===== src/hdl/dss_pkg.sv =====
// Shared constants for the two-stack shared-array block.
`default_nettype none
package dss_pkg;

  localparam int DEPTH_DEF = 16;

  localparam int OP_W   = 3;
  localparam int DATA_W = 8;
  localparam int STAT_W = 2;

  localparam logic [OP_W-1:0] OP_PUSH_ONE = 3'd0;
  localparam logic [OP_W-1:0] OP_PUSH_TWO = 3'd1;
  localparam logic [OP_W-1:0] OP_POP_ONE  = 3'd2;
  localparam logic [OP_W-1:0] OP_POP_TWO  = 3'd3;
  localparam logic [OP_W-1:0] OP_DUMP_ONE = 3'd4;
  localparam logic [OP_W-1:0] OP_DUMP_TWO = 3'd5;

  localparam logic [STAT_W-1:0] ST_OK    = 2'd0;
  localparam logic [STAT_W-1:0] ST_FULL  = 2'd1;
  localparam logic [STAT_W-1:0] ST_EMPTY = 2'd2;

endpackage
`default_nettype wire


===== src/hdl/dual_stack_shared_array.sv =====
// Top level: two LIFO stacks growing toward each other in one shared RAM.
//
//   channel | dir | tdata (low bit up)            | tuser   | tlast
//   in_     | in  | operation[2:0], data_in[10:3] | -       | -
//   out_    | out | data_out[7:0]                 | status  | last
//
// An item is taken into the op and data registers, then executed: a push
// writes the RAM and registers its result; a pop reads the RAM (registered
// read data) and registers the read word as its result. A dump of n
// entries streams one entry a cycle from the RAM read port unless stalled.
// Reset clears both counts; RAM contents are not cleared.
// A stalled output holds the block in place; the next item is taken once the
// previous one has been executed, even while its last result still waits.
`default_nettype none
module dual_stack_shared_array #(
  parameter int DEPTH = dss_pkg::DEPTH_DEF
) (
  input  wire         clk,
  input  wire         rst_n,
  input  wire         in_tvalid,
  output logic        in_tready,
  input  wire  [15:0] in_tdata,   // operation[2:0], data_in[10:3], zero[15:11]
  output logic        out_tvalid,
  input  wire         out_tready,
  output logic [7:0]  out_tdata,  // data_out[7:0]
  output logic [1:0]  out_tuser,  // status[1:0]
  output logic        out_tlast   // last
);

  localparam int AW = (DEPTH > 1) ? $clog2(DEPTH) : 1;
  localparam int CW = $clog2(DEPTH + 1);
  localparam logic [CW-1:0] DEPTH_C = CW'(DEPTH);
  localparam logic [CW-1:0] TOP_C   = CW'(DEPTH - 1);

  localparam logic [1:0] S_IDLE = 2'd0;
  localparam logic [1:0] S_EXEC = 2'd1;
  localparam logic [1:0] S_READ = 2'd2;

  logic [1:0]                   state_r, state_nxt;
  logic [dss_pkg::OP_W-1:0]     op_r, op_nxt;
  logic [dss_pkg::DATA_W-1:0]   din_r, din_nxt;
  logic [CW-1:0]                lower_r, lower_nxt;
  logic [CW-1:0]                upper_r, upper_nxt;
  logic [CW-1:0]                ptr_r, ptr_nxt;
  logic                         down_r, down_nxt;
  logic                         last_r, last_nxt;

  logic                         ov_r, ov_nxt;
  logic [dss_pkg::DATA_W-1:0]   od_r, od_nxt;
  logic [dss_pkg::STAT_W-1:0]   os_r, os_nxt;
  logic                         ol_r, ol_nxt;

  logic                         we, re;
  logic [AW-1:0]                waddr, raddr;
  logic [dss_pkg::DATA_W-1:0]   rdata;

  logic                         slot_free;
  logic                         full;
  logic [CW-1:0]                step_ptr;

  dss_ram #(
    .WIDTH (dss_pkg::DATA_W),
    .DEPTH (DEPTH)
  ) u_ram (
    .clk   (clk),
    .we    (we),
    .waddr (waddr),
    .wdata (din_r),
    .re    (re),
    .raddr (raddr),
    .rdata (rdata)
  );

  assign in_tready  = (state_r == S_IDLE);
  assign out_tvalid = ov_r;
  assign out_tdata  = od_r;
  assign out_tuser  = os_r;
  assign out_tlast  = ol_r;

  assign slot_free = !ov_r || out_tready;
  assign full      = ({1'b0, lower_r} + {1'b0, upper_r}) >= {1'b0, DEPTH_C};
  assign step_ptr  = down_r ? (ptr_r - CW'(1)) : (ptr_r + CW'(1));

  always_comb begin
    state_nxt = state_r;
    op_nxt    = op_r;
    din_nxt   = din_r;
    lower_nxt = lower_r;
    upper_nxt = upper_r;
    ptr_nxt   = ptr_r;
    down_nxt  = down_r;
    last_nxt  = last_r;
    ov_nxt    = ov_r && !out_tready;
    od_nxt    = od_r;
    os_nxt    = os_r;
    ol_nxt    = ol_r;
    we        = 1'b0;
    re        = 1'b0;
    waddr     = lower_r[AW-1:0];
    raddr     = ptr_r[AW-1:0];

    case (state_r)
      S_IDLE: begin
        if (in_tvalid) begin
          op_nxt    = in_tdata[2:0];
          din_nxt   = in_tdata[10:3];
          state_nxt = S_EXEC;
        end
      end

      S_EXEC: begin
        if (slot_free) begin
          state_nxt = S_IDLE;
          od_nxt    = '0;
          os_nxt    = dss_pkg::ST_OK;
          ol_nxt    = 1'b1;
          case (op_r)
            dss_pkg::OP_PUSH_ONE, dss_pkg::OP_PUSH_TWO: begin
              ov_nxt = 1'b1;
              if (full) begin
                os_nxt = dss_pkg::ST_FULL;
              end else if (op_r == dss_pkg::OP_PUSH_ONE) begin
                we        = 1'b1;
                waddr     = lower_r[AW-1:0];
                lower_nxt = lower_r + CW'(1);
              end else begin
                we        = 1'b1;
                waddr     = AW'(TOP_C - upper_r);
                upper_nxt = upper_r + CW'(1);
              end
            end
            dss_pkg::OP_POP_ONE, dss_pkg::OP_DUMP_ONE: begin
              if (lower_r == '0) begin
                ov_nxt = 1'b1;
                os_nxt = dss_pkg::ST_EMPTY;
              end else begin
                re        = 1'b1;
                raddr     = AW'(lower_r - CW'(1));
                ptr_nxt   = lower_r - CW'(1);
                down_nxt  = 1'b1;
                state_nxt = S_READ;
                if (op_r == dss_pkg::OP_POP_ONE) begin
                  lower_nxt = lower_r - CW'(1);
                  last_nxt  = 1'b1;
                end else begin
                  last_nxt  = (lower_r == CW'(1));
                end
              end
            end
            dss_pkg::OP_POP_TWO, dss_pkg::OP_DUMP_TWO: begin
              if (upper_r == '0) begin
                ov_nxt = 1'b1;
                os_nxt = dss_pkg::ST_EMPTY;
              end else begin
                re        = 1'b1;
                raddr     = AW'(DEPTH_C - upper_r);
                ptr_nxt   = DEPTH_C - upper_r;
                down_nxt  = 1'b0;
                state_nxt = S_READ;
                if (op_r == dss_pkg::OP_POP_TWO) begin
                  upper_nxt = upper_r - CW'(1);
                  last_nxt  = 1'b1;
                end else begin
                  last_nxt  = (upper_r == CW'(1));
                end
              end
            end
            default: begin
              // unused operation codes: no result
            end
          endcase
        end
      end

      S_READ: begin
        if (slot_free) begin
          ov_nxt = 1'b1;
          od_nxt = rdata;
          os_nxt = dss_pkg::ST_OK;
          ol_nxt = last_r;
          if (last_r) begin
            state_nxt = S_IDLE;
          end else begin
            // next entry of the dump
            re       = 1'b1;
            raddr    = step_ptr[AW-1:0];
            ptr_nxt  = step_ptr;
            last_nxt = down_r ? (step_ptr == '0) : (step_ptr == TOP_C);
          end
        end
      end

      default: begin
        state_nxt = S_IDLE;
      end
    endcase
  end

  always_ff @(posedge clk) begin
    if (!rst_n) begin
      state_r <= S_IDLE;
      lower_r <= '0;
      upper_r <= '0;
      ov_r    <= 1'b0;
    end else begin
      state_r <= state_nxt;
      lower_r <= lower_nxt;
      upper_r <= upper_nxt;
      ov_r    <= ov_nxt;
    end
    op_r   <= op_nxt;
    din_r  <= din_nxt;
    ptr_r  <= ptr_nxt;
    down_r <= down_nxt;
    last_r <= last_nxt;
    od_r   <= od_nxt;
    os_r   <= os_nxt;
    ol_r   <= ol_nxt;
  end

endmodule
`default_nettype wire


===== src/hdl/dss_ram.sv =====
// Generic one-write, one-read RAM with registered read data.
`default_nettype none
module dss_ram #(
  parameter int WIDTH = 8,
  parameter int DEPTH = 16
) (
  input  wire                      clk,
  input  wire                      we,
  input  wire [$clog2(DEPTH)-1:0]  waddr,
  input  wire [WIDTH-1:0]          wdata,
  input  wire                      re,
  input  wire [$clog2(DEPTH)-1:0]  raddr,
  output logic [WIDTH-1:0]         rdata
);

  logic [WIDTH-1:0] mem [DEPTH];

  always_ff @(posedge clk) begin
    if (we) begin
      mem[waddr] <= wdata;
    end
    if (re) begin
      rdata <= mem[raddr];
    end
  end

endmodule
`default_nettype wire

===== config.mk =====
export PLATFORM = sky130hd
export DESIGN_NAME = dual_stack_shared_array
export DESIGN_NICKNAME = d
export VERILOG_FILES = /design/src/hdl/dss_pkg.sv /design/src/hdl/dual_stack_shared_array.sv /design/src/hdl/dss_ram.sv
export SDC_FILE = /design/constraint.sdc
export NUM_CORES = 1
export LEC_CHECK = 0
export BUFFER_PORTS_ARGS = -buffer_cell sky130_fd_sc_hd__buf_2
export CAP_MARGIN = 20
export CORE_UTILIZATION = 50
export DETAILED_ROUTE_END_ITERATION = 8
export PLACE_DENSITY = 0.69
export REMOVE_ABC_BUFFERS = 1
export SYNTH_ARGS = -nofsm -noshare
export SYNTH_HDL_FRONTEND = slang
export SYNTH_SLANG_ARGS = --single-unit

===== constraint.sdc =====
create_clock -name clk -period 3.1 [get_ports clk]
set_input_delay 0.62 -clock clk [delete_from_list [all_inputs] [get_ports clk]]
set_output_delay 0.62 -clock clk [all_outputs]
set_load 0.02 [all_outputs]

==> run_summary.xml, run 1 <==
<?xml version="1.0" encoding="UTF-8"?>
<metrics>
  <group name="cts">
    <metric name="tritoncts" unit="">yes</metric>
    <metric name="cts.clk_slew.worst_paths" unit="ps">70</metric>
    <metric name="maximum_level_of_the_cts_h_tree" unit="">4</metric>
    <metric name="cts_inserted_buffers" unit="">17</metric>
    <metric name="clock_sinks" unit="">178</metric>
    <metric name="max-clock-path-buffers" unit="">2</metric>
    <metric name="latest_clock_arrival_within_the_worst_skew_pair" unit="ps">440</metric>
    <metric name="cts-root-buf" unit="">sky130_fd_sc_hd__clkbuf_16</metric>
  </group>
  <group name="global_routing">
    <metric name="grt_start_max_net_pins" unit="">33</metric>
    <metric name="first_global_vias" unit="">4998</metric>
    <metric name="grt_usage" unit="">0.217</metric>
    <metric name="global_route.overflow_total" unit="">0</metric>
    <metric name="wire_length_of_the_first_global_routing_pass" unit="mm">26.9</metric>
    <metric name="antenna_found_initial" unit="">0</metric>
  </group>
  <group name="setup_path">
    <metric name="cp-end-kind" unit="">flop</metric>
    <metric name="worst_ep_required" unit="ps">3350</metric>
    <metric name="critical_path.max_stage_delay" unit="ps">510</metric>
    <metric name="crit_path_max_fanout" unit="">8</metric>
    <metric name="worstSetupPathType" unit="">reg2reg</metric>
    <metric name="path_cells" unit="">inv_2 -&gt; ha_4 -&gt; or4b_4 -&gt; o2111ai_4 -&gt; buf_6 -&gt; nand3_4 -&gt; o2111ai_4 -&gt; clkbuf_16 -&gt; mux2i_1 -&gt; mux2_4 -&gt; a22o_1 -&gt; nor3_2</metric>
    <metric name="timing.critical_path.slowest_stage_cell" unit="">sky130_fd_sc_hd__or4b_4</metric>
    <metric name="critPathMostFrequentCell" unit="">sky130_fd_sc_hd__o2111ai_4</metric>
    <metric name="worstSetupStartpointType" unit="">flop</metric>
    <metric name="data_arrival_at_the_endpoint_of_the_critical_path" unit="ps">3310</metric>
  </group>
  <group name="detailed_routing">
    <metric name="routed_via_density" unit="">5.71</metric>
    <metric name="route.detailed.wl_per_inst" unit="µm">19.7</metric>
    <metric name="ant_nets" unit="">0</metric>
    <metric name="detail_route.iter0.violations" unit="">409</metric>
    <metric name="number_of_design_rule_violations_left_after_detail_routing" unit="">0</metric>
    <metric name="first_pass_detailed_route_iteration_total" unit="">5</metric>
    <metric name="detail_route.wirelength" unit="mm">18.0</metric>
    <metric name="dr_total_vias" unit="">5223</metric>
  </group>
  <group name="sta">
    <metric name="setup_viol_count_final" unit="">0</metric>
    <metric name="tightest_slew" unit="ps">648</metric>
    <metric name="post-route-period-util" unit="">0.987</metric>
    <metric name="grt_setup_unrepaired" unit="">true</metric>
    <metric name="slew_headroom" unit="">0.568</metric>
    <metric name="timing_hold_violations_final" unit="">0</metric>
    <metric name="timing.hold.ws" unit="ps">352</metric>
    <metric name="setup-tns-final" unit="ps">0</metric>
    <metric name="slew_viol_final" unit="">0</metric>
    <metric name="fin_skew" unit="ps">10.3</metric>
    <metric name="shortest_clock_period_the_worst_path_allows_after_layout" unit="ps">3060</metric>
    <metric name="clock.fmax" unit="MHz">327</metric>
  </group>
  <group name="synthesis">
    <metric name="mappedNetlistArea" unit="µm²">8330</metric>
    <metric name="synth_seq_area_share" unit="">0.626</metric>
    <metric name="yosys.cell_types.count" unit="">61</metric>
    <metric name="netlist_instances" unit="">597</metric>
    <metric name="synth_edf_count" unit="">165</metric>
    <metric name="syn_avg_cell_area" unit="µm²">14.0</metric>
    <metric name="yosys_most_used_dff" unit="">sky130_fd_sc_hd__edfxtp_1</metric>
    <metric name="ys.warnings.count" unit="">0</metric>
    <metric name="synthArstFlopShare" unit="">0</metric>
    <metric name="postSynthRegisterBits" unit="">178</metric>
  </group>
  <group name="run_status">
    <metric name="run_status" unit="">complete, no violations</metric>
  </group>
  <group name="die">
    <metric name="die_w" unit="µm">131</metric>
    <metric name="ports_placed_on_the_boundary" unit="">33</metric>
    <metric name="dieHeight" unit="µm">131</metric>
    <metric name="rows" unit="">46</metric>
    <metric name="initial_utilization" unit="">0.519</metric>
    <metric name="die_area" unit="µm²">17200</metric>
    <metric name="core_area" unit="µm²">16100</metric>
  </group>
  <group name="power_and_ir_drop">
    <metric name="worst_ir_drop_vdd" unit="mV">0.388</metric>
    <metric name="pwr_density_cell" unit="nW/µm²">561</metric>
    <metric name="finalPower" unit="mW">5.61</metric>
    <metric name="leakage" unit="nW">3.65</metric>
  </group>
  <group name="place">
    <metric name="io_buf_count" unit="">27</metric>
    <metric name="gp_congestion" unit="">0.941</metric>
    <metric name="dp.final_hpwl" unit="mm">11.9</metric>
    <metric name="dpl.cell_count" unit="">871</metric>
  </group>
  <group name="layout">
    <metric name="multi_input_area" unit="µm²">3060</metric>
    <metric name="num-fill-cells" unit="">1195</metric>
    <metric name="stdcell_count" unit="">915</metric>
    <metric name="nets" unit="">727</metric>
    <metric name="final_layout_size_suffix_gt1_frac" unit="">0.308</metric>
    <metric name="antenna-diode-count" unit="">0</metric>
    <metric name="regArea" unit="µm²">5220</metric>
    <metric name="final_core_utilization" unit="">0.623</metric>
    <metric name="layout-area-overhead-vs-synth" unit="%">20.0</metric>
  </group>
  <group name="worst_hold_path">
    <metric name="hold_path_class" unit="">in2reg</metric>
  </group>
  <group name="flow_run">
    <metric name="count_of_maximum_capacitance_violations" unit="">0</metric>
  </group>
</metrics>
## sequential cells by signal (all words and copies together) (netlist names)
register,count
last_r,1
u_ram.mem,128
ptr_r,5
din_r,8
out_tdata,8
u_ram.rdata,8
out_tlast,1
state_r,2
lower_r,5
out_tvalid,1
op_r,3
out_tuser,2
upper_r,5
down_r,1
## power by group
part	internal [mW]	total (mW)	switching [mW]
clock	1.13	2.09	0.957
combinational	0.367	0.784	0.417
sequential	2.68	2.73	0.0499
total	4.18	5.61	1.42
## cell usage after synthesis, types with 3 or more instances
library cell | instances | share of area
sky130_fd_sc_hd__a21boi_0 | 7 | 0.0063
sky130_fd_sc_hd__a21oi_1 | 18 | 0.011
sky130_fd_sc_hd__a22o_1 | 9 | 0.0095
sky130_fd_sc_hd__a22oi_1 | 8 | 0.0072
sky130_fd_sc_hd__a31oi_1 | 6 | 0.0045
sky130_fd_sc_hd__and2_1 | 19 | 0.014
sky130_fd_sc_hd__buf_1 | 3 | 0.0014
sky130_fd_sc_hd__buf_2 | 3 | 0.0018
sky130_fd_sc_hd__buf_4 | 3 | 0.0027
sky130_fd_sc_hd__buf_6 | 5 | 0.0068
sky130_fd_sc_hd__clkbuf_1 | 13 | 0.0059
sky130_fd_sc_hd__dfxtp_1 | 13 | 0.031
sky130_fd_sc_hd__edfxtp_1 | 165 | 0.59
sky130_fd_sc_hd__ha_1 | 20 | 0.030
sky130_fd_sc_hd__inv_1 | 15 | 0.0068
sky130_fd_sc_hd__mux2_2 | 33 | 0.045
sky130_fd_sc_hd__mux2i_1 | 54 | 0.065
sky130_fd_sc_hd__nand2_1 | 29 | 0.013
sky130_fd_sc_hd__nand2b_1 | 7 | 0.0053
sky130_fd_sc_hd__nand3_1 | 10 | 0.0060
sky130_fd_sc_hd__nand3b_1 | 3 | 0.0027
sky130_fd_sc_hd__nor2_1 | 37 | 0.017
sky130_fd_sc_hd__nor2b_1 | 6 | 0.0045
sky130_fd_sc_hd__nor3_1 | 15 | 0.0090
sky130_fd_sc_hd__nor3_2 | 9 | 0.011
sky130_fd_sc_hd__nor4b_1 | 3 | 0.0032
sky130_fd_sc_hd__o21ai_0 | 26 | 0.016
sky130_fd_sc_hd__or3_1 | 4 | 0.0030
sky130_fd_sc_hd__xnor2_1 | 11 | 0.012
sky130_fd_sc_hd__xor2_1 | 3 | 0.0032
## critical path, delay by kind of cell (launching register included)
family / cells / cell delay, ps
AOI/OAI and AO/OA: 3 / 700
adders and majority gates: 1 / 110
buffers and inverters: 3 / 490
DFF: 1 / 360
muxes: 2 / 370
and+or+nand+nor: 3 / 840
## per-stage QoR
step	setup WS (ps)	instance area [µm²]
final	41.8	10000
after global routing	-50.9	10000
after CTS	-203	9660
after detailed placement	-156	9060
after global placement	-82.9	9060
after floorplan	-1410	8120
## final cells by class
class	instances	area share
sequential	178	0.522
multi-input combinational	374	0.306
timing repair buffer	100	0.0818
clock buffer	17	0.0425
tap	216	0.0270
clock inverter	15	0.0151
inverter	15	0.00563
## placed cells by master, fill, tap and decap left out, drive strengths merged, types with 3 or more instances in the layout
cell type,instances
nand2b,7
a21oi,18
or3,4
inv,21
dfxtp,13
and2,19
nand2,29
xnor2,11
a31oi,6
clkbuf,20
a22oi,8
nand3,10
nor3,25
nor4b,3
nor2b,6
edfxtp,165
a22o,9
a21boi,7
buf,97
mux2i,54
o2111ai,3
nand3b,3
nor2,37
ha,20
mux2,34
xor2,4
o21ai,27
clkinv,6
## logic make-up (layout without fill, tap and decap cells)
logic type / after synthesis / after routing / synth area share
flip-flops: 178 / 178 / 0.626
AND/OR/NAND/NOR: 151 / 151 / 0.0976
AO/OA/AOI/OAI: 98 / 98 / 0.0817
multiplexers: 88 / 88 / 0.111
buffers and inverters: 45 / 147 / 0.0318
adder cells (fa/ha/maj): 22 / 22 / 0.0336
XOR/XNOR: 15 / 15 / 0.0180
## per-layer routing
metal  vias to the layer above  GRT usage  share of wire
met2                       179      0.348           0.49
met4                         0     0.0872          0.023
met3                        31     0.0390          0.048
li1                       2439          -              -
met1                      2574      0.294           0.44
met5                         -          0              0
## final timing paths
path	end	startpoint	cells after the start	slack [ps]
worst max register to register	u_ram.rdata[5]	lower_r[1]	12	40
worst min register to register	out_tdata[1]	u_ram.rdata[1]	1	530
worst max-delay path	u_ram.rdata[5]	lower_r[1]	12	40
worst min-delay path	op_r[2]	in_tdata[2]	1	350
## repair_timing
action                     4_1_cts  5_1_grt
resized for setup                7       53
setup endpoints to repair       64      126
hold buffers                     0        0
gates cloned                     0        3
pin swaps                        2       13
buffers inserted                 0        9
Note: power is estimated with default switching activity, not from simulation.
==> run 2, diff against run 1 <==
--- a/config.mk
+++ b/config.mk
@@ -5,11 +5,10 @@
 export SDC_FILE = /design/constraint.sdc
 export NUM_CORES = 1
 export LEC_CHECK = 0
-export BUFFER_PORTS_ARGS = -buffer_cell sky130_fd_sc_hd__buf_2
-export CAP_MARGIN = 20
+export BUFFER_PORTS_ARGS = -buffer_cell sky130_fd_sc_hd__buf_4
 export CORE_UTILIZATION = 50
 export DETAILED_ROUTE_END_ITERATION = 8
-export PLACE_DENSITY = 0.69
+export PLACE_DENSITY = 0.67
 export REMOVE_ABC_BUFFERS = 1
 export SYNTH_ARGS = -nofsm -noshare
 export SYNTH_HDL_FRONTEND = slang
==> constraint.sdc (replaced) <==
create_clock -name clk -period 3.15 [get_ports clk]
set_input_delay 0.63 -clock clk [delete_from_list [all_inputs] [get_ports clk]]
set_output_delay 0.63 -clock clk [all_outputs]
set_load 0.02 [all_outputs]
==> run_summary.xml, run 2 (synthesis gave the netlist of run 1 again) <==
<?xml version="1.0" encoding="UTF-8"?>
<metrics>
  <group name="sta">
    <metric name="setup_viol_count_final" unit="">0</metric>
    <metric name="setup-tns-final" unit="ps">0</metric>
    <metric name="timing_hold_violations_final" unit="">0</metric>
    <metric name="post-route-period-util" unit="">0.972</metric>
    <metric name="slew_headroom" unit="">0.500</metric>
    <metric name="clock.fmax" unit="MHz">327</metric>
    <metric name="grt_setup_unrepaired" unit="">true</metric>
    <metric name="fin_skew" unit="ps">12.3</metric>
    <metric name="shortest_clock_period_the_worst_path_allows_after_layout" unit="ps">3060</metric>
    <metric name="tightest_slew" unit="ps">740</metric>
    <metric name="slew_viol_final" unit="">0</metric>
    <metric name="timing.hold.ws" unit="ps">375</metric>
  </group>
  <group name="global_routing">
    <metric name="first_global_vias" unit="">4775</metric>
    <metric name="grt_start_max_net_pins" unit="">34</metric>
    <metric name="wire_length_of_the_first_global_routing_pass" unit="mm">26.2</metric>
    <metric name="grt_usage" unit="">0.212</metric>
    <metric name="global_route.overflow_total" unit="">0</metric>
    <metric name="antenna_found_initial" unit="">0</metric>
  </group>
  <group name="die">
    <metric name="rows" unit="">46</metric>
    <metric name="die_w" unit="µm">131</metric>
    <metric name="ports_placed_on_the_boundary" unit="">33</metric>
    <metric name="initial_utilization" unit="">0.519</metric>
    <metric name="die_area" unit="µm²">17200</metric>
    <metric name="core_area" unit="µm²">16100</metric>
    <metric name="dieHeight" unit="µm">131</metric>
  </group>
  <group name="cts">
    <metric name="maximum_level_of_the_cts_h_tree" unit="">4</metric>
    <metric name="max-clock-path-buffers" unit="">2</metric>
    <metric name="tritoncts" unit="">yes</metric>
    <metric name="cts.clk_slew.worst_paths" unit="ps">70</metric>
    <metric name="latest_clock_arrival_within_the_worst_skew_pair" unit="ps">430</metric>
    <metric name="cts_inserted_buffers" unit="">17</metric>
    <metric name="clock_sinks" unit="">178</metric>
    <metric name="cts-root-buf" unit="">sky130_fd_sc_hd__clkbuf_16</metric>
  </group>
  <group name="detailed_routing">
    <metric name="routed_via_density" unit="">5.53</metric>
    <metric name="route.detailed.wl_per_inst" unit="µm">19.0</metric>
    <metric name="dr_total_vias" unit="">4978</metric>
    <metric name="number_of_design_rule_violations_left_after_detail_routing" unit="">0</metric>
    <metric name="ant_nets" unit="">0</metric>
    <metric name="detail_route.iter0.violations" unit="">361</metric>
    <metric name="first_pass_detailed_route_iteration_total" unit="">7</metric>
    <metric name="detail_route.wirelength" unit="mm">17.1</metric>
  </group>
  <group name="worst_hold_path">
    <metric name="hold_path_class" unit="">in2reg</metric>
  </group>
  <group name="layout">
    <metric name="largest-register" unit="">u_ram.mem</metric>
    <metric name="most-common-layout-cells" unit="">sky130_fd_sc_hd__edfxtp_1, sky130_fd_sc_hd__buf_4, sky130_fd_sc_hd__mux2i_1</metric>
    <metric name="layout_commonest_cell" unit="">sky130_fd_sc_hd__edfxtp_1</metric>
    <metric name="antenna-diode-count" unit="">0</metric>
    <metric name="layout-area-overhead-vs-synth" unit="%">17.7</metric>
    <metric name="flip_flop_count_of_the_largest_register_all_copies_and_words_added" unit="">128</metric>
    <metric name="nets" unit="">713</metric>
    <metric name="final_core_utilization" unit="">0.611</metric>
    <metric name="final_layout_size_suffix_gt1_frac" unit="">0.269</metric>
  </group>
  <group name="power_and_ir_drop">
    <metric name="finalPower" unit="mW">5.43</metric>
    <metric name="pwr_density_cell" unit="nW/µm²">553</metric>
    <metric name="worst_ir_drop_vdd" unit="mV">0.399</metric>
    <metric name="leakage" unit="nW">3.58</metric>
  </group>
  <group name="setup_path">
    <metric name="cp-end-kind" unit="">flop</metric>
    <metric name="worstSetupPathType" unit="">reg2reg</metric>
    <metric name="crit_path_max_fanout" unit="">7</metric>
    <metric name="timing.critical_path.slowest_stage_cell" unit="">sky130_fd_sc_hd__fa_1</metric>
    <metric name="data_arrival_at_the_endpoint_of_the_critical_path" unit="ps">3310</metric>
    <metric name="critPathMostFrequentCell" unit="">sky130_fd_sc_hd__buf_12</metric>
    <metric name="critical_path.max_stage_delay" unit="ps">540</metric>
    <metric name="path_cells" unit="">fa_1 -&gt; nand3_1 -&gt; nor3_1 -&gt; a31oi_1 -&gt; o2111ai_4 -&gt; buf_12 -&gt; buf_12 -&gt; mux2i_1 -&gt; mux2_2 -&gt; a22o_1 -&gt; nor3_2</metric>
    <metric name="worstSetupStartpointType" unit="">flop</metric>
    <metric name="worst_ep_required" unit="ps">3390</metric>
  </group>
  <group name="place">
    <metric name="io_buf_count" unit="">27</metric>
    <metric name="dp.final_hpwl" unit="mm">11.9</metric>
    <metric name="gp_congestion" unit="">0.911</metric>
  </group>
  <group name="run_status">
    <metric name="run_status" unit="">complete, no violations</metric>
  </group>
  <group name="flow_run">
    <metric name="count_of_maximum_capacitance_violations" unit="">0</metric>
  </group>
</metrics>
==> run 2: cell types whose count changed in the layout (fill, tap and decap cells not counted), moves of 4 or more <==
cell / before / now
sky130_fd_sc_hd__o21ai_0: 18 / 25
sky130_fd_sc_hd__buf_4: 62 / 77
sky130_fd_sc_hd__o21ai_1: 8 / 1
sky130_fd_sc_hd__nor2_4: 6 / 0
sky130_fd_sc_hd__nor2_1: 29 / 33
sky130_fd_sc_hd__buf_2: 27 / 0
==> run 2: metal layers <==
layer,wire [µm],GRT usage,vias up
li1,-,-,2397
met1,8130,0.292,2457
met2,8180,0.337,105
met3,577,0.0442,19
met4,235,0.0690,0
met5,0,0,-
==> run 2: final timing paths <==
check | slack, ps | cells past startpoint | endpoint | start
setup reg to reg | 90 | 11 | u_ram.rdata[4] | ptr_r[1]
setup / recovery | 90 | 11 | u_ram.rdata[4] | ptr_r[1]
hold / removal | 370 | 1 | op_r[2] | in_tdata[2]
hold reg to reg | 520 | 2 | state_r[0] | state_r[0]
==> run 2: stage by stage <==
| stage | setup slack [ps] | cells | instance area (µm²) |
|---|---|---|---|
| 2_1_floorplan | -1360 | 567 | 8120 |
| 3_3_place_gp | -124 | 864 | 9090 |
| 3_5_place_dp | -49.5 | 864 | 9090 |
| 4_1_cts | -58.5 | 895 | 9650 |
| 5_1_grt | -15.0 | 900 | 9800 |
| 6_report | 87.8 | 900 | 9800 |
==> run 2: area by class of cell <==
cell class,instances,area (µm²)
Clock inverter,13,130
Inverter,15,56.3
Timing Repair Buffer,86,767
Tap cell,216,270
Multi-Input combinational cell,374,2930
Fill cell,1257,6250
Sequential cell,178,5220
Clock buffer,18,429
==> run 2: power by group <==
group	internal (mW)	switching (mW)
sequential	2.64	0.0514
combinational	0.348	0.390
clock	1.10	0.894
==> run 2: what timing repair did <==
item                                    in CTS  in global routing
cloned                                       0                  2
pin swaps                                    0                  2
endpoints found under the setup margin      16                104
buffers inserted                             0                  3
hold buffers                                 0                  0
resized for setup                            0                 20
==> run 2: critical path, delay by kind of cell (launching register included) <==
family | cells | cell delay (ps)
buffers and inverters | 2 | 330
flip-flops | 1 | 510
AO/OA/AOI/OAI | 3 | 720
adder cells (fa/ha/maj) | 1 | 540
AND/OR/NAND/NOR | 3 | 400
multiplexers | 2 | 380
